$ cat config.mk
export PLATFORM = sky130hd
export DESIGN_NAME = text_window_char_writer
export DESIGN_NICKNAME = d
export VERILOG_FILES = /design/src/twcw_pkg.sv /design/src/text_window_char_writer.sv /design/src/twcw_ctrl.sv /design/src/twcw_datapath.sv
export VERILOG_INCLUDE_DIRS = /design/src /design/src/src
export SDC_FILE = /design/constraint.sdc
export NUM_CORES = 1
export LEC_CHECK = 0
export ABC_CLOCK_PERIOD_IN_PS = 2000
export BUFFER_PORTS_ARGS = -buffer_cell sky130_fd_sc_hd__buf_2
export CORE_ASPECT_RATIO = 0.5
export CORE_UTILIZATION = 45
export CTS_BUF_LIST = sky130_fd_sc_hd__clkbuf_16
export DETAILED_ROUTE_END_ITERATION = 8
export SLEW_MARGIN = 20
export SYNTH_ARGS = -nofsm -noshare
export SYNTH_HDL_FRONTEND = slang
export SYNTH_SLANG_ARGS = --single-unit
$ cat constraint.sdc
create_clock -name clk -period 2 [get_ports clk]
set_clock_uncertainty 0.05 [all_clocks]
set_input_delay 0.1 -clock clk [delete_from_list [all_inputs] [get_ports clk]]
set_output_delay 0.1 -clock clk [all_outputs]
set_load 0.01 [all_outputs]
$ cat src/assert_macros.svh
// Assertion macros shared by the RTL files.
`ifndef ASSERT_MACROS_SVH
`define ASSERT_MACROS_SVH
`ifndef SYNTH
`define ASSERT_ALWAYS(label, expr, msg) \
    label: assert property (@(posedge clk) disable iff (!rst_n) (expr)) else $error(msg);
`define ASSERT_IMPLY(label, ante, cons, msg) \
    label: assert property (@(posedge clk) disable iff (!rst_n) (ante) |-> (cons)) else $error(msg);
`else
`define ASSERT_ALWAYS(label, expr, msg)
`define ASSERT_IMPLY(label, ante, cons, msg)
`endif
`endif

$ cat src/twcw_pkg.sv
package twcw_pkg;

    localparam int WINDOWS      = 16;
    localparam int LINE_COLUMNS = 32;
    localparam int LINE_ROWS    = 24;
    localparam int TAB_WIDTH    = 4;

    localparam int WIN_W   = 4;
    localparam int CHAR_W  = 8;
    localparam int COLOR_W = 2;
    localparam int TILE_W  = 10;
    localparam int COL_W   = $clog2(LINE_COLUMNS);
    localparam int FILL_W  = $clog2(LINE_COLUMNS + 1);
    localparam int ROW_W   = 5;
    localparam int COLOR_SHIFT = 7;

    localparam logic [CHAR_W-1:0] CHAR_TAB   = 8'd9;
    localparam logic [CHAR_W-1:0] CHAR_NL    = 8'd10;
    localparam logic [CHAR_W-1:0] CHAR_SPACE = 8'd32;
    localparam logic [CHAR_W-1:0] CHAR_PCT   = 8'd37;
    localparam logic [CHAR_W-1:0] CHAR_ZERO  = 8'd48;
    localparam logic [CHAR_W-1:0] CHAR_THREE = 8'd51;

    localparam logic [1:0] TILE_CHAR  = 2'd0;
    localparam logic [1:0] TILE_PCT   = 2'd1;
    localparam logic [1:0] TILE_SPACE = 2'd2;

    typedef struct packed {
        logic       load;
        logic       clr_pending;
        logic       set_pending;
        logic       set_color;
        logic       emit_write;
        logic       emit_flush;
        logic       last;
        logic [1:0] tile_sel;
        logic       writeback;
    } cmd_t;

    typedef struct packed {
        logic pending;
        logic is_digit;
        logic is_pct;
        logic is_tab;
        logic is_nl;
        logic last_text;
        logic fill_full;
        logic next_full;
        logic next_tab_stop;
        logic out_free;
    } sts_t;

    typedef struct packed {
        logic              kind;
        logic [WIN_W-1:0]  window;
        logic [COL_W-1:0]  column;
        logic [TILE_W-1:0] tile;
        logic [ROW_W-1:0]  row;
        logic [FILL_W-1:0] count;
        logic              scroll;
        logic              last;
    } res_t;

endpackage

$ cat src/text_window_char_writer.sv
// Writes formatted text into per-window line buffers, one character per input transfer.
// Each transfer carries the window and the character; the block keeps the color, row,
// line fill and a pending-percent mark for every window, and answers with zero to six
// output transfers: character writes (tuser 0) and line flushes (tuser 1), the final one
// of each input marked by tlast. The marks %0 to %3 set the color and produce nothing.
// The controller handles one character at a time. A color mark passes through the decide
// and write-back states, a percent that is held for the next character through decide,
// dispatch and write-back; a newline emits a flush, a plain character a write and a tab
// one space write per column up to the next tab stop. A held percent that no digit follows
// is written out before the character, and an output waiting on m_tready stalls the controller.
// A new input is taken once the previous window state has been written back.
module text_window_char_writer (
    input  logic        clk,
    input  logic        rst_n,
    input  logic        s_tvalid,
    output logic        s_tready,
    input  logic [15:0] s_tdata,  // window[3:0], char_code[11:4], zero fill
    input  logic        s_tlast,
    output logic        m_tvalid,
    input  logic        m_tready,
    output logic [31:0] m_tdata,  // out_window, column, tile_code, row, line_count, scroll_first, zero
    output logic        m_tuser,  // kind
    output logic        m_tlast
);
    import twcw_pkg::*;

    cmd_t cmd;
    sts_t sts;
    res_t res;

    twcw_ctrl u_ctrl (
        .clk      (clk),
        .rst_n    (rst_n),
        .s_tvalid (s_tvalid),
        .sts      (sts),
        .ready    (s_tready),
        .cmd      (cmd)
    );

    twcw_datapath u_datapath (
        .clk       (clk),
        .rst_n     (rst_n),
        .cmd       (cmd),
        .in_window (s_tdata[WIN_W-1:0]),
        .in_char   (s_tdata[WIN_W+CHAR_W-1:WIN_W]),
        .in_last   (s_tlast),
        .m_tready  (m_tready),
        .sts       (sts),
        .out_valid (m_tvalid),
        .res       (res)
    );

    assign m_tdata = {1'b0, res.scroll, res.count, res.row, res.tile, res.column, res.window};
    assign m_tuser = res.kind;
    assign m_tlast = res.last;

endmodule

$ cat src/twcw_ctrl.sv
`include "assert_macros.svh"

module twcw_ctrl (
    input  logic           clk,
    input  logic           rst_n,
    input  logic           s_tvalid,
    input  twcw_pkg::sts_t sts,
    output logic           ready,
    output twcw_pkg::cmd_t cmd
);
    import twcw_pkg::*;

    localparam logic [2:0] ST_IDLE     = 3'd0;
    localparam logic [2:0] ST_DECIDE   = 3'd1;
    localparam logic [2:0] ST_DISPATCH = 3'd2;
    localparam logic [2:0] ST_CHAR     = 3'd3;
    localparam logic [2:0] ST_POST     = 3'd4;
    localparam logic [2:0] ST_TAB      = 3'd5;
    localparam logic [2:0] ST_NL       = 3'd6;
    localparam logic [2:0] ST_WB       = 3'd7;

    logic [2:0] state_reg;
    logic [2:0] state_next;
    logic       phase1_reg;
    logic       phase1_next;
    logic       more;

    // A deferred percent is written first; the current character may still follow it.
    assign more  = phase1_reg && !(sts.is_pct && !sts.last_text);
    assign ready = (state_reg == ST_IDLE);

    always_comb
    begin
        cmd         = '0;
        state_next  = state_reg;
        phase1_next = phase1_reg;
        case (state_reg)
            ST_IDLE:
            begin
                if (s_tvalid)
                begin
                    cmd.load   = 1'b1;
                    state_next = ST_DECIDE;
                end
            end
            ST_DECIDE:
            begin
                if (sts.pending)
                begin
                    cmd.clr_pending = 1'b1;
                    if (sts.is_digit)
                    begin
                        cmd.set_color = 1'b1;
                        state_next    = ST_WB;
                    end
                    else
                    begin
                        phase1_next = 1'b1;
                        state_next  = ST_CHAR;
                    end
                end
                else
                begin
                    state_next = ST_DISPATCH;
                end
            end
            ST_DISPATCH:
            begin
                phase1_next = 1'b0;
                if (sts.is_pct && !sts.last_text)
                begin
                    cmd.set_pending = 1'b1;
                    state_next      = ST_WB;
                end
                else if (sts.is_tab)
                begin
                    state_next = ST_TAB;
                end
                else if (sts.is_nl)
                begin
                    state_next = ST_NL;
                end
                else
                begin
                    state_next = ST_CHAR;
                end
            end
            ST_CHAR:
            begin
                if (sts.out_free)
                begin
                    if (sts.fill_full)
                    begin
                        cmd.emit_flush = 1'b1;
                    end
                    else
                    begin
                        cmd.emit_write = 1'b1;
                        cmd.tile_sel   = phase1_reg ? TILE_PCT : TILE_CHAR;
                        cmd.last       = !sts.next_full && !more;
                        state_next     = ST_POST;
                    end
                end
            end
            ST_POST:
            begin
                if (sts.fill_full)
                begin
                    if (sts.out_free)
                    begin
                        cmd.emit_flush = 1'b1;
                        cmd.last       = !more;
                        state_next     = phase1_reg ? ST_DISPATCH : ST_WB;
                    end
                end
                else
                begin
                    state_next = phase1_reg ? ST_DISPATCH : ST_WB;
                end
            end
            ST_TAB:
            begin
                if (sts.out_free)
                begin
                    if (sts.fill_full)
                    begin
                        cmd.emit_flush = 1'b1;
                    end
                    else
                    begin
                        cmd.emit_write = 1'b1;
                        cmd.tile_sel   = TILE_SPACE;
                        cmd.last       = !sts.next_full && sts.next_tab_stop && !more;
                        if (sts.next_tab_stop || sts.next_full)
                        begin
                            state_next = ST_POST;
                        end
                    end
                end
            end
            ST_NL:
            begin
                if (sts.out_free)
                begin
                    cmd.emit_flush = 1'b1;
                    cmd.last       = !more;
                    state_next     = ST_WB;
                end
            end
            ST_WB:
            begin
                cmd.writeback = 1'b1;
                state_next    = ST_IDLE;
            end
            default:
            begin
                state_next = ST_IDLE;
            end
        endcase
    end

    always_ff @(posedge clk or negedge rst_n)
    begin
        if (!rst_n)
        begin
            state_reg  <= ST_IDLE;
            phase1_reg <= 1'b0;
        end
        else
        begin
            state_reg  <= state_next;
            phase1_reg <= phase1_next;
        end
    end

    `ASSERT_ALWAYS(a_single_emit, !(cmd.emit_write && cmd.emit_flush), "write and flush at once")
    `ASSERT_IMPLY(a_emit_free, cmd.emit_write || cmd.emit_flush, sts.out_free, "emit into full output")
    `ASSERT_IMPLY(a_idle_quiet, ready, !(cmd.emit_write || cmd.emit_flush || cmd.writeback), "idle active")

endmodule

$ cat src/twcw_datapath.sv
`include "assert_macros.svh"

module twcw_datapath (
    input  logic                         clk,
    input  logic                         rst_n,
    input  twcw_pkg::cmd_t               cmd,
    input  logic [twcw_pkg::WIN_W-1:0]   in_window,
    input  logic [twcw_pkg::CHAR_W-1:0]  in_char,
    input  logic                         in_last,
    input  logic                         m_tready,
    output twcw_pkg::sts_t               sts,
    output logic                         out_valid,
    output twcw_pkg::res_t               res
);
    import twcw_pkg::*;

    localparam logic [FILL_W-1:0] FILL_FULL = FILL_W'(LINE_COLUMNS);
    localparam logic [ROW_W-1:0]  ROW_LIMIT = ROW_W'(LINE_ROWS);
    localparam logic [ROW_W-1:0]  ROW_LAST  = ROW_W'(LINE_ROWS - 1);

    logic [COLOR_W-1:0] color_mem [WINDOWS];
    logic [ROW_W-1:0]   row_mem   [WINDOWS];
    logic [FILL_W-1:0]  fill_mem  [WINDOWS];
    logic               pend_mem  [WINDOWS];

    logic [WIN_W-1:0]   win_reg,   win_next;
    logic [CHAR_W-1:0]  char_reg,  char_next;
    logic               lastt_reg, lastt_next;
    logic [COLOR_W-1:0] color_reg, color_next;
    logic [ROW_W-1:0]   row_reg,   row_next;
    logic [FILL_W-1:0]  fill_reg,  fill_next;
    logic               pend_reg,  pend_next;
    logic               ovalid_reg, ovalid_next;
    res_t               res_reg,   res_next;

    logic [FILL_W-1:0]  fill_inc;
    logic [ROW_W-1:0]   row_eff;
    logic [TILE_W-1:0]  color_base;
    logic [TILE_W-1:0]  tile_val;

    assign fill_inc   = fill_reg + FILL_W'(1);
    assign row_eff    = (row_reg >= ROW_LIMIT) ? ROW_LAST : row_reg;
    assign color_base = TILE_W'(color_reg) << COLOR_SHIFT;

    always_comb
    begin
        case (cmd.tile_sel)
            TILE_PCT:   tile_val = color_base + TILE_W'(CHAR_PCT);
            TILE_SPACE: tile_val = TILE_W'(CHAR_SPACE);
            default:    tile_val = color_base + TILE_W'(char_reg);
        endcase
    end

    always_comb
    begin
        sts.pending       = pend_reg;
        sts.is_digit      = char_reg inside {[CHAR_ZERO:CHAR_THREE]};
        sts.is_pct        = (char_reg == CHAR_PCT);
        sts.is_tab        = (char_reg == CHAR_TAB);
        sts.is_nl         = (char_reg == CHAR_NL);
        sts.last_text     = lastt_reg;
        sts.fill_full     = (fill_reg >= FILL_FULL);
        sts.next_full     = (fill_inc >= FILL_FULL);
        sts.next_tab_stop = ((fill_inc % TAB_WIDTH) == 0);
        sts.out_free      = !ovalid_reg || m_tready;
    end

    always_comb
    begin
        win_next    = win_reg;
        char_next   = char_reg;
        lastt_next  = lastt_reg;
        color_next  = color_reg;
        row_next    = row_reg;
        fill_next   = fill_reg;
        pend_next   = pend_reg;
        res_next    = res_reg;
        ovalid_next = ovalid_reg && !m_tready;
        if (cmd.load)
        begin
            win_next   = in_window;
            char_next  = in_char;
            lastt_next = in_last;
            color_next = color_mem[in_window];
            row_next   = row_mem[in_window];
            fill_next  = fill_mem[in_window];
            pend_next  = pend_mem[in_window];
        end
        if (cmd.clr_pending)
        begin
            pend_next = 1'b0;
        end
        if (cmd.set_pending)
        begin
            pend_next = 1'b1;
        end
        if (cmd.set_color)
        begin
            color_next = COLOR_W'(char_reg - CHAR_ZERO);
        end
        if (cmd.emit_write)
        begin
            res_next.kind   = 1'b0;
            res_next.window = win_reg;
            res_next.column = fill_reg[COL_W-1:0];
            res_next.tile   = tile_val;
            res_next.row    = '0;
            res_next.count  = '0;
            res_next.scroll = 1'b0;
            res_next.last   = cmd.last;
            ovalid_next     = 1'b1;
            fill_next       = fill_inc;
        end
        if (cmd.emit_flush)
        begin
            res_next.kind   = 1'b1;
            res_next.window = win_reg;
            res_next.column = '0;
            res_next.tile   = '0;
            res_next.row    = row_eff;
            res_next.count  = fill_reg;
            res_next.scroll = (row_reg >= ROW_LIMIT);
            res_next.last   = cmd.last;
            ovalid_next     = 1'b1;
            row_next        = row_eff + ROW_W'(1);
            fill_next       = '0;
        end
    end

    always_ff @(posedge clk or negedge rst_n)
    begin
        if (!rst_n)
        begin
            win_reg    <= '0;
            char_reg   <= '0;
            lastt_reg  <= 1'b0;
            color_reg  <= '0;
            row_reg    <= '0;
            fill_reg   <= '0;
            pend_reg   <= 1'b0;
            ovalid_reg <= 1'b0;
        end
        else
        begin
            win_reg    <= win_next;
            char_reg   <= char_next;
            lastt_reg  <= lastt_next;
            color_reg  <= color_next;
            row_reg    <= row_next;
            fill_reg   <= fill_next;
            pend_reg   <= pend_next;
            ovalid_reg <= ovalid_next;
        end
    end

    always_ff @(posedge clk)
    begin
        res_reg <= res_next;
    end

    always_ff @(posedge clk or negedge rst_n)
    begin
        if (!rst_n)
        begin
            for (int i = 0; i < WINDOWS; i++)
            begin
                color_mem[i] <= '0;
                row_mem[i]   <= '0;
                fill_mem[i]  <= '0;
                pend_mem[i]  <= 1'b0;
            end
        end
        else if (cmd.writeback)
        begin
            color_mem[win_reg] <= color_reg;
            row_mem[win_reg]   <= row_reg;
            fill_mem[win_reg]  <= fill_reg;
            pend_mem[win_reg]  <= pend_reg;
        end
    end

    assign out_valid = ovalid_reg;
    assign res       = res_reg;

    `ASSERT_ALWAYS(a_fill_range, fill_reg <= FILL_FULL, "line fill beyond line length")
    `ASSERT_IMPLY(a_flush_row, ovalid_reg && res_reg.kind, res_reg.row < ROW_LIMIT, "flush row out of range")
    `ASSERT_IMPLY(a_out_hold, ovalid_reg && !m_tready, ovalid_next, "waiting result dropped")

endmodule

# == Word-level counts from Yosys, hierarchy flattened ==
# Index checks and enable logic that the tools add are counted.
# totals
in_bits,21
reg_bits,289
wordCells,226
output_inout_bits,36
# classes
order_cmp,8
n_reduce_logical,26
mux,81
n_addsub,5
bitwise,2
eq_ne,22
# ops
operator,n
bitwise mux 96 bit,1
bitwise mux 80 bit,1
two-way mux 32 bit,2
two-way mux 3 bit,17
two-way mux 5 bit,8
two-way mux 6 bit,6
bitwise mux 32 bit,1
zero test 32 bit,1
binary-select mux 6 bit (select 4 bit),1
demux 6 bit (select 4 bit),1
case mux 3 bit (8 select lines),1
two-way mux 1 bit,23
binary-select mux 5 bit (select 4 bit),1
demux 5 bit (select 4 bit),1
case mux 10 bit (2 select lines),1
bitwise mux 16 bit,1
equality test 8 x 4 -> 1 bit (second input constant),2
>= comparator 5 bit (second input constant),3
two-way mux 2 bit,7
inequality test 2 bit (second input constant),7
equality test 3 bit (second input constant),4
>= comparator 6 bit (second input constant),2
adder 9 x 6 -> 10 bit (second input constant),1
adder 9 x 8 -> 10 bit,1
other kinds (29),50

# == Logic depth before layout (Yosys ltp) ==
# Gate-level depths: netlist of run 1.
# logic_depth
ltp_word,13
mapped_depth,8
mapped_depth_nobuf,6

# == Hierarchy ==
# A second synthesis of run 1 with hierarchy kept.
# hier_totals
cells_unflattened,961
hier_area_um2,13297.8
# modules_own_cells
mod,area_per_inst_um2,seq_area_each_um2,instances,cells_per_inst
twcw_datapath,12764.7,7136.8,1,889
twcw_ctrl,521.8,100.1,1,70
text_window_char_writer,11.3,0.0,1,2

# == Least setup slack after synthesis of run 1 ==
# No wires, ideal clock.
# synth_path
path_kind,register to register
from,register u_ctrl.state_reg[0]
to,"register u_datapath.res_reg, in the netlist u_datapath.res[20]"
stages_incl_launch_ff,8
setup_ns,0.124
t_arrival_ns,1.711
n_path_buf,2
slack_ns,0.115
synth_period_minus_slack_ns,1.885
cell_sequence,dfrtp_1 buf_2 nand2b_1 nor4_1 ha_1 clkbuf_1 a221oi_1 nor3_1
# synth_between
elab_chain_len,4
word_cells_on_any_way,10
cone_classes,eq/ne (6); mux (4)
# synth_rtl
element,line_no,rtl
start: declaration,twcw_ctrl.sv:22,logic [2:0] state_reg;
start signal: assignment,twcw_ctrl.sv:171,state_reg <= state_next;
equality test 3 bit or equality test 3 x 2 -> 1 bit (tied branches),twcw_ctrl.sv:37,case (state_reg)
case mux 2 bit (2 select lines),twcw_ctrl.sv:37,
equality test 2 bit or equality test 2 x 1 -> 1 bit (tied branches),twcw_datapath.sv:47,case (cmd.tile_sel)
case mux 10 bit (2 select lines),twcw_datapath.sv:47,
end signal: assignment,twcw_datapath.sv:158,res_reg <= res_next;
end: declaration,twcw_datapath.sv:34,"res_t res_reg, res_next;"
# Several ways; a longest one is shown, not always the timed one.
# A chain may end at the register's enable or synchronous reset.

# == Worst setup path in the final report of run 1 ==
# layout_path
from,register u_ctrl.state_reg[2]
to,register u_datapath.row_reg[2]
# layout_between
elab_chain_len,3
word_cells_on_any_way,9
cone_classes,eq/ne (4); mux (3); reduce/logical (2)
# layout_rtl
element,line_no,rtl
"equality test 3 bit, or another cell as far along",twcw_ctrl.sv:37,
case mux 2 bit (4 select lines) or two-way mux 1 bit (tied branches),twcw_ctrl.sv:37,
two-way mux 5 bit or nonzero test 2 bit (tied branches),-,
end signal: assignment,twcw_datapath.sv:149,row_reg <= row_next;
end: declaration,twcw_datapath.sv:30,"logic [ROW_W-1:0] row_reg, row_next;"
# Several ways; a longest one is shown, not always the timed one.

==> flow_results.org, run 1 <==
** Drt
- Signal routing reaches up to met4.
- DRC Markers :: 0
- The first routing iteration left between 500 and 600 violations.
- In the detailed route, the total length drawn on met2 is 15.65 mm.
- Wire segments on met3 add up to between 1.5 and 2 mm in the final route.
- DR WL/cell :: about 23 um
- For this block, the via count after detailed routing is between 8000 and 9000.
- Drt pass-1 iters :: 5
- After detailed routing, the number of vias per cell comes to 5.676.
- Routed WL :: roughly 34 mm
- The detailed router put a total of ~16 mm of wire on met1.
- Once detail routing completed, the nets flagged for antenna violations numbered 0.

** Floorplanning
- Total Die Area :: 30490 um^2
- For this configuration, the core starts out at a cell density of 0.4597.
- During I/O placement, the number of pins put on the boundary was between 50 and 60.
- Number of rows in the core area :: 44
- Measured along the y axis, the die boundary spans about 120 um.
- Chip width :: between 200 and 250 um
- The core region is between 20000 and 30000 um^2.

** STA
- The number of hold violations in the final report came to 0.
- In the finished design, the share of the clock period the worst path needs comes to 0.9806.
- Final hold analysis gives a worst-case slack of about 0.03 ns.
- Max Clock Freq :: ~500 MHz
- Counting I/O delays and the setup requirement, the final critical path takes roughly 2 ns.
- Measured against its own limit, the worst slew margin works out to 0.5861.
- Final-report max-slew violation count :: 0
- Setup total negative slack on the finished layout was measured at 0 ns.
- Setup repair after global routing could not meet its margin everywhere.
- Setup-failing EPs final :: 0
- For the pin with the worst max-slew slack, the measured transition is slightly above 0.6 ns.

** Power and ir drop
- The design draws approximately 20000 uW.
- Proportion of power drawn by the clock network :: 0.255
- The internal power of the cells totals 13570 uW.
- Fraction of power spent switching nets :: 0.3292
- Across the VDD grid, the largest voltage drop is 0.0006294 V.
- Of the total power, registers draw 0.425.
- In this run the static leakage power is roughly 0.0075 uW.
- Combinational share of power :: 0.319
- Dividing total power by cell area gives a power density of approximately 1300 nW/um^2.
- The analysis attributes to net switching a power of 6662 uW.

** GRT
- The number of antenna violations at the first check in global routing came to 0.
- GRT Overall Usage :: 0.2331
- GRT Residual Overflow :: 0
- Global-route wire length before repair :: 52.90 mm
- Number of global-route vias before repair :: 8770
- Pin count of the biggest net entering global routing :: 56

** Logic synthesis
- The most used flip-flop cell after synthesis is dfrtp_1.
- The synthesized design spends more area on one cell type than any other, namely dfrtp_1.
- Counting flops with an async set or reset pin after synthesis yields a share of 0.8858.
- Number of nets produced by synthesis :: 1002
- Synth area leaders :: dfrtp_1, mux2_2, mux4_2, edfxtp_1, dfxtp_1
- For this run, the register share of the synthesized area comes to 0.5406.
- Gate Count Post-Synth :: slightly below 1000
- Number of flops mapped to enable cells by yosys :: 17
- Ys Warns :: 0
- Distinct cell type count of the synthesized netlist :: 70
- Average size of a mapped cell :: around 14 um^2
- Of the post-synthesis cell area, the dominant cell type holds 0.4785.
- Summing every instance area after synthesis gives around 13000 um^2.
- The synthesized design contains roughly 290 register bits.

** Clock tree
- Sink Count :: 289
- Clock Path Buffers :: 3
- Post-CTS Repair Setup Buffers :: 0
- TritonCTS clock tree :: done
- The tree is rooted in a clkbuf_16.
- Clock tree synthesis inserted a total of 27 buffers.
- Clk Latency, worst-skew pair :: 0.56 ns
- Number of levels the H-tree was split into :: 1
- Clock-pin slew reported for the worst setup and hold paths after clock tree synthesis :: 0.07 ns

** Run
- The tool flagged a number of max-cap violations equal to 0.

** Cells and area
- The sequential cells in the finished layout cover a total of about 7200 um^2.
- The register with the most flip-flops in the layout has 96 of them.
- Number of fillers in the final layout :: approximately 2400
- Layout Nets :: 1120
- For this run, the share of the core covered by cells in the final layout is 0.5461.
- The finished cells cover between 15000 and 20000 um^2.
- Number of antenna repair diodes :: 0
- Share of final-layout standard cells stronger than drive strength 1 :: 0.4474
- Area growth, synth to finish :: 18.79%
- Total area of multi-input combinational cells :: approximately 5800 um^2

** Min path
- Critical hold path startpoint :: s_tdata[2]
- Hold WC Path Type :: input port to flop

** Worst setup path
- At the worst endpoint, the arrival time is roughly 2.4 ns.
- The worst setup path is captured at a flop.
- Of all nets on the critical path, the largest fanout is 9.
- The worst register-to-register path begins at u_ctrl.state_reg[2]$_DFFE_PN0P_.
- Required time worst endpoint :: ~2.4 ns
- Critical path start-end classification :: flop to flop
- The worst setup path is launched from a flop.
- Crit path from :: u_ctrl.state_reg[2]$_DFFE_PN0P_

** Placement
- Detailed placement finished with a half-perimeter wire length of between 20 and 25 mm.
- Once placement finished, the instance area stood at around 15000 um^2.
- Routability congestion estimate from global placement :: between 0.8 and 0.9
- Port buffering added 51 buffers.

** Outcome
- Status :: complete, no violations
-- cell families after synthesis --
family,count (synthesis),synth area share
adder cells (fa/ha/maj),6,0.005607
buffers and inverters,92,0.03636
flip-flops,289,0.5406
AND/OR/NAND/NOR,205,0.08094
other,1,0.0002801
multiplexers,276,0.2848
AO/OA/AOI/OAI,103,0.04953
XOR/XNOR,3,0.001963
-- critical path, stage by stage, from the launching register on --
cell and delay [ns]:
dfrtp_2 0.48, buf_4 0.19, nor4b_4 0.31, buf_4 0.22
nand2_2 0.09, o22ai_1 0.13, a21oi_1 0.09, a221o_1 0.27
-- layer usage --
metal / vias to the layer above / track usage
met4: 0 / 0.04775
met5: - / 0
met3: 36 / 0.04654
met2: 174 / 0.3657
li1: 3784 / -
met1: 4542 / 0.3377
-- layout by cell type (no fill, tap or decap), types with 6 or more instances in the layout --
cell type | synthesis | routed
a21oi_1 | 23 | 23
a22oi_1 | 9 | 9
and2_1 | 8 | 8
and3_1 | 6 | 6
buf_12 | 1 | 24
buf_2 | 31 | 49
buf_4 | 11 | 84
clkbuf_16 | 0 | 27
clkinv_2 | 0 | 7
dfrtp_1 | 256 | 254
dfxtp_1 | 16 | 16
dlygate4sd3_1 | 0 | 12
edfxtp_1 | 17 | 17
inv_1 | 8 | 15
mux2_1 | 7 | 7
mux2_2 | 197 | 197
mux2_4 | 10 | 10
mux4_2 | 53 | 53
nand2_1 | 79 | 78
nand2_2 | 6 | 7
nand2b_1 | 16 | 16
nand3_1 | 16 | 16
nor2_1 | 24 | 22
nor2b_1 | 14 | 13
nor3_1 | 8 | 7
o21ai_0 | 29 | 29
-- cells in the mapped netlist, drive strengths merged, types with 2 or more instances --
| cell type | count |
|---|---|
| edfxtp | 17 |
| dfxtp | 16 |
| nor2b | 14 |
| a221oi | 4 |
| or3 | 3 |
| mux2 | 214 |
| a21oi | 23 |
| a211oi | 5 |
| clkbuf | 32 |
| mux4 | 58 |
| a41oi | 2 |
| and3 | 7 |
| ha | 6 |
| o211ai | 5 |
| mux2i | 4 |
| nor3 | 12 |
| a22o | 2 |
| and2 | 8 |
| nor4b | 2 |
| xor2 | 2 |
| dfrtp | 256 |
| inv | 8 |
| nand3 | 20 |
| buf | 51 |
| a32oi | 2 |
| nor2 | 28 |
| o2111ai | 3 |
| a21o | 2 |
| a31oi | 5 |
| a22oi | 9 |
| nand2 | 85 |
| nor4 | 2 |
| o21ai | 31 |
| a2111oi | 2 |
| nand4 | 4 |
| nand2b | 16 |
-- path summary, 6_finish.rpt --
| kind | end | slack (ns) | cells past startpoint |
|---|---|---|---|
| max in group asynchronous | u_datapath.fill_mem[14]$_DFFE_PN0P_ | 1.11 | 3 |
| worst max-delay path | u_datapath.row_reg[2]$_DFFE_PN0P_ | 0.04 | 7 |
| worst min-delay path | u_datapath.row_reg[2]$_DFFE_PN0P_ | 0.03 | 3 |
| min in group asynchronous | u_datapath.color_mem[14]$_DFFE_PN0P_ | 0.04 | 2 |
| worst min register to register | u_datapath.res[32]$_SDFFE_PP1P_ | 0.40 | 2 |
| worst max register to register | u_datapath.row_reg[2]$_DFFE_PN0P_ | 0.04 | 7 |
-- power by group through the flow --
stage | Combinational (uW) | Clock (uW) | Sequential (uW)
after floorplan | 3950 | 0 | 8490
after global placement | 6210 | 0 | 8610
after detailed placement | 6320 | 0 | 8690
after CTS | 6370 | 5280 | 8590
after global routing | 7090 | 5490 | 8820
final | 6460 | 5160 | 8610
-- through the flow --
| stage | instances | setup WS, ns |
|---|---|---|
| after global placement | 1443 | -0.005665 |
| after floorplan | 975 | 0.1150 |
| after CTS | 1504 | 0.0003035 |
| after detailed placement | 1443 | -0.01052 |
| final | 1504 | 0.03887 |
| after global routing | 1504 | -0.01828 |
-- layout make-up --
class	count	area share
clock buffer	27	0.04248
clock inverter	22	0.01267
inverter	9	0.002124
multi-input combinational	594	0.3616
sequential	289	0.4552
tap	391	0.03076
timing repair buffer	172	0.09519
-- what timing repair did --
item,in CTS,in global routing
setup endpoints to repair,17,45
hold buffers,12,0
resized for setup,3,16
pin swaps,0,0
endpoints found under the hold margin,267,0
(Power assumes the default switching activity.)
==> inputs of run 2 (changes only) <==
- CTS_BUF_LIST: sky130_fd_sc_hd__clkbuf_16 -> sky130_fd_sc_hd__clkbuf_4
==> run 2 against run 1 <==
Die area unchanged. Global-route usage increased by 1.3 points. Utilization increased by 1.4 points. Highest routed layer unchanged. Combinational power increased by 4.2%. Count of clock-buffer cells in the layout increased by 77. Setup slack got worse by 0.017 ns. Total power increased by 0.82%. Cell area increased by 2.5%. Register-to-register slack got worse by 0.02 ns. Flip-flop and latch count unchanged. Non-clock buffer count increased by 31.
==> flow_results.org, run 2 (synthesized netlist as in run 1, its figures left out) <==
** STA
- Final-report max-slew violation count :: 0 (unchanged)
- Worst hold-check slack :: 0.08667 ns (+0.05739 ns)
- The actual slew at the worst max-slew pin came to 0.6120 ns (-0.008900 ns).
- The final number of setup-violating endpoints came to 0 (unchanged).
- Worst slew margin relative to its limit :: 0.5920 (+0.005933)
- The number of hold violations in the final report was 0 (unchanged).
- Setup repair after global routing could not meet its margin everywhere.
- Final critical-path share of the clock period :: 0.9893 (+0.008740)
- The maximum clock frequency was 505.4 MHz (-0.88%).
- The shortest period the worst path allows is 1.979 ns (+0.01748 ns).

** Cells and area
- Number of fillers in the final layout :: 2437 (+0.041%)
- The count of non-filler cells in the finished layout came to 1620 (+7.7%).
- Most used cells in the layout excluding fill and tap cells :: dfrtp_1, mux2_2, clkbuf_4
- Layout Nets :: 1195 (+6.7%)
- The summed area of non-filler cells in the final layout is 16310 um^2 (+2.5%).
- The number of flip-flops in the largest register was 96 (unchanged).
- Utilization of the core after routing :: 0.5600 (+0.01388)
- Area growth, synth to finish :: 21.81%
- Share of final-layout standard cells stronger than drive strength 1 :: 0.4727 (+0.02526)
- Most common cell after layout, fill and taps aside :: dfrtp_1

** Drt
- Via-per-instance ratio :: 5.562 (-2.0%)
- Drt initial violations :: 574 (+10%)
- ANT nets after route :: 0 (unchanged)
- DR WL/cell :: 22.13 um (-2.9%)
- The total via count in the routed design came to 9010 (+5.6%).
- The detailed-route DRC error count came to 0 (unchanged).
- The sum of routed wire length over all layers is 35.85 mm (+4.6%).
- The number of detailed-routing iterations run before antenna repair is 5 (unchanged).

** Worst setup path
- The largest fanout on the critical path is 6 (-3).
- Series of cell instances along the critical path :: buf_4, nand3_2, or3_4, nor3_4, buf_6, buf_12, mux2_2
- The peak per-stage delay on the critical path came to 0.43 ns (-0.05 ns).
- Worst r2r src :: u_ctrl.state_reg[0]$_DFFE_PN0P_
- Capturing element type of the critical path :: flop
- The reg-to-reg setup timing slack was 0.02 ns (-0.02 ns).
- Required time worst endpoint :: 2.57 ns (+0.17 ns)
- The count of cells along the worst register-to-register path was 7 (unchanged).
- Cell with the largest stage delay on the worst path :: dfrtp_2
- Worst reg2reg path endpoint :: u_datapath.fill_mem[91]$_DFFE_PN0P_
- Critical path arrival :: 2.55 ns (+0.19 ns)
- Critical path start-end classification :: flop to flop
- STA classifies the critical path startpoint as a flop.

** Power and ir drop
- Tot Pwr :: 20400 uW (+0.82%)
- The areal power density over the cells was 1251 nW/um^2 (-1.7%).
- LEAKAGE :: 0.007695 uW (+3.2%)
- The worst IR drop on VDD is 0.0006188 V (-1.7%).

** Floorplanning
- The total I/O pin count is 57 (unchanged).
- The die area is 30490 um^2 (unchanged).
- The number of placement rows was 44 (unchanged).
- The starting density of the core is 0.4597 (unchanged).
- Die Height :: 124.0 um (unchanged)
- Chip width :: 245.9 um (unchanged)
- Core ar. :: 29120 um^2 (unchanged)

** GRT
- The number of antenna violations at the first check in global routing came to 1 (+1).
- Pin count of the biggest net entering global routing :: 54 (-3.6%)
- The number of global-route vias before repair was 9394 (+7.1%).
- The global-route usage over all layers came to 0.2456 (+0.01251).
- GRT Residual Overflow :: 0 (unchanged)
- The first-pass GRT wire length is 55.01 mm (+4.0%).

** Run
- The count of maximum capacitance violations was 0 (unchanged).

** Clock tree
- The number of buffers created by CTS was 71 (+160%).
- The clock latency at the later pin of the worst-skew pair was 0.74 ns (+0.18 ns).
- TritonCTS clock tree :: done
- Root cell of the clock tree :: clkbuf_4
- Sink Count :: 289 (unchanged)
- The worst-case clock buffer depth is 3 (unchanged).
- Clock-pin slew reported for the worst setup and hold paths after clock tree synthesis :: 0.08 ns (about the same)
- Number of levels the H-tree was split into :: 3 (+2)

** Placement
- The count of buffers from port buffering was 51 (unchanged).
- The global placer's final weighted congestion is 0.8523 (unchanged).
- Placed wire-length estimate after detailed placement :: 22.69 mm (unchanged)
- Post-placement cell area :: 14830 um^2 (unchanged)
- Number of cells after detailed placement :: 1443 (unchanged)

** Min path
- The cell count of the worst hold path was 4 (+1).
- Hold WC Path Type :: input port to flop
- In this run the most critical hold path is launched from s_tdata[5].
- The worst hold path terminates at u_datapath.char_reg[1]$_DFFE_PN0P_.

** Outcome
- Status :: complete, no violations
## run 2: cell count changes in the layout (fill, tap and decap cells not counted), sizes merged
cell / delta
buf: +11
dlymetal6s4s: +4
clkinvlp: +1
inv: -7
diode: +2
clkbuf: +78
clkinv: +14
bufinv: -2
dlygate4sd3: +15
## run 2: worst max-delay path by stage
stage,startpoint,end,slack (ns)
finish,u_ctrl.state_reg[0]$_DFFE_PN0P_,u_datapath.fill_mem[91]$_DFFE_PN0P_,0.02
global placement,u_datapath.fill_reg[5]$_DFFE_PN0P_,u_datapath.res[0]$_DFFE_PP_,-0.006
detailed placement,u_ctrl.state_reg[2]$_DFFE_PN0P_,u_datapath.res[10]$_DFFE_PP_,-0.01
CTS,u_ctrl.state_reg[2]$_DFFE_PN0P_,u_datapath.fill_mem[93]$_DFFE_PN0P_,-0.003
global route,u_ctrl.state_reg[2]$_DFFE_PN0P_,u_datapath.res[15]$_SDFFE_PP0P_,-0.05
floorplan,u_ctrl.state_reg[0]$_DFFE_PN0P_,u_datapath.res[20]$_SDFFE_PP0P_,0.12
## run 2: final cells by class
cell class,count,area (um^2),share of cell area
Inverter,9,33.78,0.002072
Timing Repair Buffer,203,1876,0.1150
Multi-Input combinational cell,594,5737,0.3518
Clock inverter,28,146.4,0.008977
Sequential cell,289,7241,0.4440
Antenna cell,2,5.005,0.0003069
Clock buffer,104,780.7,0.04787
Tap cell,391,489.2,0.03000
## run 2: what timing repair did
action	4_1_cts	5_1_grt
gates cloned	0	2
endpoints found under the setup margin	11	50
resized for setup	8	27
pin swaps	0	4
hold buffers	34	0
buffers inserted	3	7
endpoints found under the hold margin	280	0
## run 2: metal layers
layer	part of all wire	global-route usage
met5	0	0
met4	0.018	0.08113
met3	0.070	0.06917
met2	0.45	0.3750
met1	0.46	0.3395
## run 2: critical path: cells and delay by family, from the launching register on
family	cells	cell delay, ns
buf+inv	3	0.40
simple gates	3	0.65
flops	1	0.43
mux	1	0.33
## run 2: power by group
group / switching (uW) / internal, uW
Sequential: 992 / 7620
Combinational: 3460 / 3260
Clock: 2520 / 2550
## run 2: stage by stage
| step | setup WS, ns | setup TNS [ns] |
|---|---|---|
| after floorplan | 0.1150 | 0 |
| after global placement | -0.005665 | -0.005665 |
| after detailed placement | -0.01052 | -0.08643 |
| after CTS | -0.002772 | -0.002772 |
| after global routing | -0.04741 | -0.3889 |
| final | 0.02139 | 0 |
==> inputs of run 3 (changes only) <==
- ABC_AREA: not set -> 1
- ABC_CLOCK_PERIOD_IN_PS: 2000 -> 2290
- clock period: 2 -> 2.29 ns (I/O delays scaled with it)
==> run 3 against run 2 <==
Count of clock-buffer cells in the layout shrank 5. Cell area fell by 6.3%. Final cell count is 36% higher. Die area grew 1.2%. Flip-flop and latch count did not move. Critical path depth down 1. Non-clock buffer count is 86 lower. First-iteration DRC count grew 130%. Register-to-register slack better by 0.16 ns. Area after synthesis increased by 1.2%. Sequential share of layout area rose by 3.0 points. Largest power group unchanged.
==> flow_results.org, run 3 <==
** Outcome
- Status :: complete, no violations

** Logic synthesis
- Cell taking the most area after synthesis :: dfrtp_1
- The fraction of registers with async set/reset came to 0.8858 (unchanged).
- Share of Yosys cell area claimed by the top area cell type :: 0.4727 (-0.005831)
- The synthesis-stage register bit count came to 289 (unchanged).
- The total number of yosys warnings was 0 (unchanged).
- The number of flops mapped to enable cells by yosys was 17 (unchanged).
- Share of synthesized area occupied by flip-flops and latches :: 0.5340 (-0.006587)
- Synth Cell Area :: 13550 um^2 (+1.2%)
- Most frequent cells after synthesis :: nand2_1, o21ai_0, dfrtp_1
- Among all flip-flop cells after synthesis, the most frequent one is dfrtp_1.
- The synthesized instance count is 1693 (+74%).
- The number of different library cells in the post-synthesis netlist came to 39 (-44%).
- Yosys instantiated no cell more often than nand2_1.
- Number of nets produced by synthesis :: 1720 (+72%)
- In the post-synthesis netlist, the biggest area contributors are dfrtp_1, nand2_1, o21ai_0, nand3_1, edfxtp_1.
- The average footprint of a synthesized cell is 8.005 um^2 (-42%).

** Floorplanning
- The total I/O pin count was 57 (unchanged).
- The die area came to 30860 um^2 (+1.2%).
- Core ar. :: 29290 um^2 (+0.57%)
- Number of rows in the core area :: 44 (unchanged)
- Starting density of the core :: 0.4627 (+0.003047)
- The die extent in x came to 247.4 um (+0.61%).
- Die Height :: 124.7 um (+0.61%)

** Worst setup path
- The data required time at the worst endpoint was 2.81 ns (+0.24 ns).
- The largest fanout on the critical path is 28 (+22).
- Family with the most delay on the worst path :: simple AND/OR/NAND/NOR gates
- By startpoint and endpoint, the worst setup path is classified as flop to flop.
- The worst path arrival time was 2.63 ns (+0.08 ns).
- STA classifies the critical path endpoint as a flop.
- The peak per-stage delay on the critical path came to 0.57 ns (+0.14 ns).
- Series of cell instances along the critical path :: nand2_2, nor2_8, buf_4, nand2_2, nand2_1, o21ai_0
- Most used cell, CP :: nand2_2
- The largest individual stage delay along the critical path comes from the cell dfrtp_1.
- Critical path buffer and inverter count :: 1 (-2)
- The worst setup path is launched from a flop.

** Power and ir drop
- The worst IR drop on VDD came to 0.0008101 V (+31%).
- The areal power density over the cells was 1126 nW/um^2 (-10%).
- The power after layout came to 17210 uW (-16%).
- The static leakage is 0.007386 uW (-4.0%).

** Placement
- The count of buffers from port buffering is 51 (unchanged).
- Placed wire-length estimate after detailed placement :: 23.61 mm (+4.0%)
- Number of cells after detailed placement :: 2077 (+44%)
- Routability congestion estimate from global placement :: 0.8976 (+5.3%)
- The worst setup timing slack at the placement stage came to 0.2516 ns (+0.2621 ns).

** Clock tree
- The number of cells upsized or downsized after cts was 0 (-8).
- The clock net sink count was 289 (unchanged).
- TritonCTS clock tree :: done
- The number of buffers created by CTS is 70 (-1.4%).
- Number of levels the H-tree was split into :: 3 (unchanged)
- The worst-case clock buffer depth is 3 (unchanged).
- Clk Latency, worst-skew pair :: 0.74 ns (about the same)
- Clock-pin slew reported for the worst setup and hold paths after clock tree synthesis :: 0.07 ns (about the same)
- The tree is rooted in a clkbuf_4.

** Drt
- The sum of routed wire length over all layers is 37.68 mm (+5.1%).
- Drt pass-1 iters :: 7 (+2)
- The number of routed nets with antenna violations is 0 (unchanged).
- The wire length per cell came to 17.09 um (-23%).
- The number of DRC markers in iteration 0 was 1338 (+130%).
- Total number of vias :: 11720 (+30%)
- The post-detailed-route via-to-cell ratio was 5.317 (-4.4%).
- The detailed-route DRC error count was 0 (unchanged).

** GRT
- The first-pass GRT wire length was 60.42 mm (+9.8%).
- GRT Overall Usage :: 0.2530 (+0.007426)
- Number of antenna violations at the first check in global routing :: 2 (+1)
- Number of global-route vias before repair :: 11090 (+18%)
- GRT Residual Overflow :: 0 (unchanged)
- Pin count of the biggest net entering global routing :: 63 (+17%)

** Cells and area
- Leaving out fill and tap cells, the most frequent cell in the layout is nand2_1.
- Number of standard cells in the final layout excluding fillers :: 2205 (+36%)
- The number of flip-flops in the largest register came to 96 (unchanged).
- Area growth, synth to finish :: 12.72%
- Most used cells in the layout excluding fill and tap cells :: nand2_1, o21ai_0, dfrtp_1
- The proportion of layout cells with a drive suffix above 1 was 0.1396 (-0.3331).
- The number of fill cells in the layout came to 2796 (+15%).
- Layout Nets :: 1802 (+51%)

** STA
- The final number of setup-violating endpoints came to 0 (unchanged).
- The setup slack after layout is 0.1783 ns (+0.1569 ns).
- Final critical-path share of the clock period :: 0.9222 (-0.06715)
- Summed negative setup slack over all endpoints :: 0 ns (unchanged)
- Worst slew margin relative to its limit :: 0.5110 (-0.08102)
- The actual slew at the worst max-slew pin came to 0.7327 ns (+0.1207 ns).
- The final count of pins violating max slew was 0 (unchanged).
- Setup repair after global routing left no endpoint under its margin.
- Hold Fails Final Rpt :: 0 (unchanged)
- The maximum clock frequency is 473.5 MHz (-6.3%).
- The shortest period the worst path allows is 2.112 ns (+0.1331 ns).
- The smallest hold slack was 0.08277 ns (-0.003894 ns).

** Run
- The count of maximum capacitance violations is 0 (unchanged).

** Min path
- The tightest min-delay check is of the input port to flop type.
==> run 3: cell types whose count changed after synthesis, sizes merged, moves of 12 or more <==
cell	before	now
o21ai	31	312
clkbuf	32	66
mux4	58	0
o211ai	5	17
mux2	214	0
nor2	28	125
nand2	85	515
nand3	20	135
nand2b	16	0
or2	0	20
nor2b	14	0
inv	8	113
==> run 3: worst reg2reg max path: cells and delay by family, from the launching register on <==
kind / cells / cell delay [ns]
compound gates: 1 / 0.10
flops: 1 / 0.57
buf+inv: 1 / 0.34
simple gates: 4 / 0.89
==> run 3: final timing paths <==
check,startpoint,endpoint,slack (ns),cells past startpoint
min in group asynchronous,rst_n,u_datapath.fill_mem[1]$_DFFE_PN0P_,0.51,4
max in group asynchronous,rst_n,u_datapath.row_mem[59]$_DFFE_PN0P_,1.20,4
setup reg to reg,u_ctrl.state_reg[0]$_DFFE_PN0P_,u_datapath.row_mem[45]$_DFFE_PN0P_,0.18,6
hold / removal,s_tdata[6],u_datapath.char_reg[2]$_DFFE_PN0P_,0.08,4
hold reg to reg,u_datapath.res[32]$_SDFFE_PP1P_,u_datapath.res[32]$_SDFFE_PP1P_,0.41,2
setup / recovery,u_ctrl.state_reg[0]$_DFFE_PN0P_,u_datapath.row_mem[45]$_DFFE_PN0P_,0.18,6
==> run 3: cell type report <==
class	count	area, um^2	share of cell area
clock buffer	99	743.2	0.04865
inverter	115	431.7	0.02826
timing repair buffer	117	923.4	0.06044
multi-input combinational	1182	5409	0.3541
antenna	2	5.005	0.0003276
sequential	289	7237	0.4737
tap	391	489.2	0.03202
clock inverter	10	38.79	0.002539
==> run 3: logic make-up (layout without fill, tap and decap cells) <==
family / count (synthesis) / in the layout / share of synthesized area
AO/OA/AOI/OAI: 361 / 361 / 0.1371
XOR/XNOR: 5 / 5 / 0.003231
adder cells (fa/ha/maj): 6 / 6 / 0.005539
buffers and inverters: 222 / 341 / 0.06693
flip-flops: 289 / 289 / 0.5340
other: 1 / 3 / 0.0002767
AND/OR/NAND/NOR: 809 / 809 / 0.2530
==> run 3: metrics by stage <==
step           utilization  instance area, um^2
2_1_floorplan            -                13550
3_3_place_gp        0.4883                14300
6_report            0.5216                15280
4_1_cts             0.5214                15270
5_1_grt             0.5216                15280
3_5_place_dp        0.4883                14300
==> run 3: metal layers <==
metal	global-route usage	up-vias	part of all wire
li1	-	5666	-
met1	0.3726	5561	0.47
met2	0.3723	448	0.43
met3	0.06593	49	0.085
met4	0.05558	0	0.012
met5	0	-	0
==> run 3: power by group <==
group          leakage, uW  internal, uW  switching [uW]
sequential         0.00379          6780             977
combinational      0.00312          1820            3610
clock             0.000476          1960            2050
total              0.00739         10600            6630
==> run 3: what timing repair did <==
item,4_1_cts,5_1_grt
endpoints found under the hold margin,276,0
hold buffers,17,0
buffers inserted,0,0
endpoints found under the setup margin,0,0
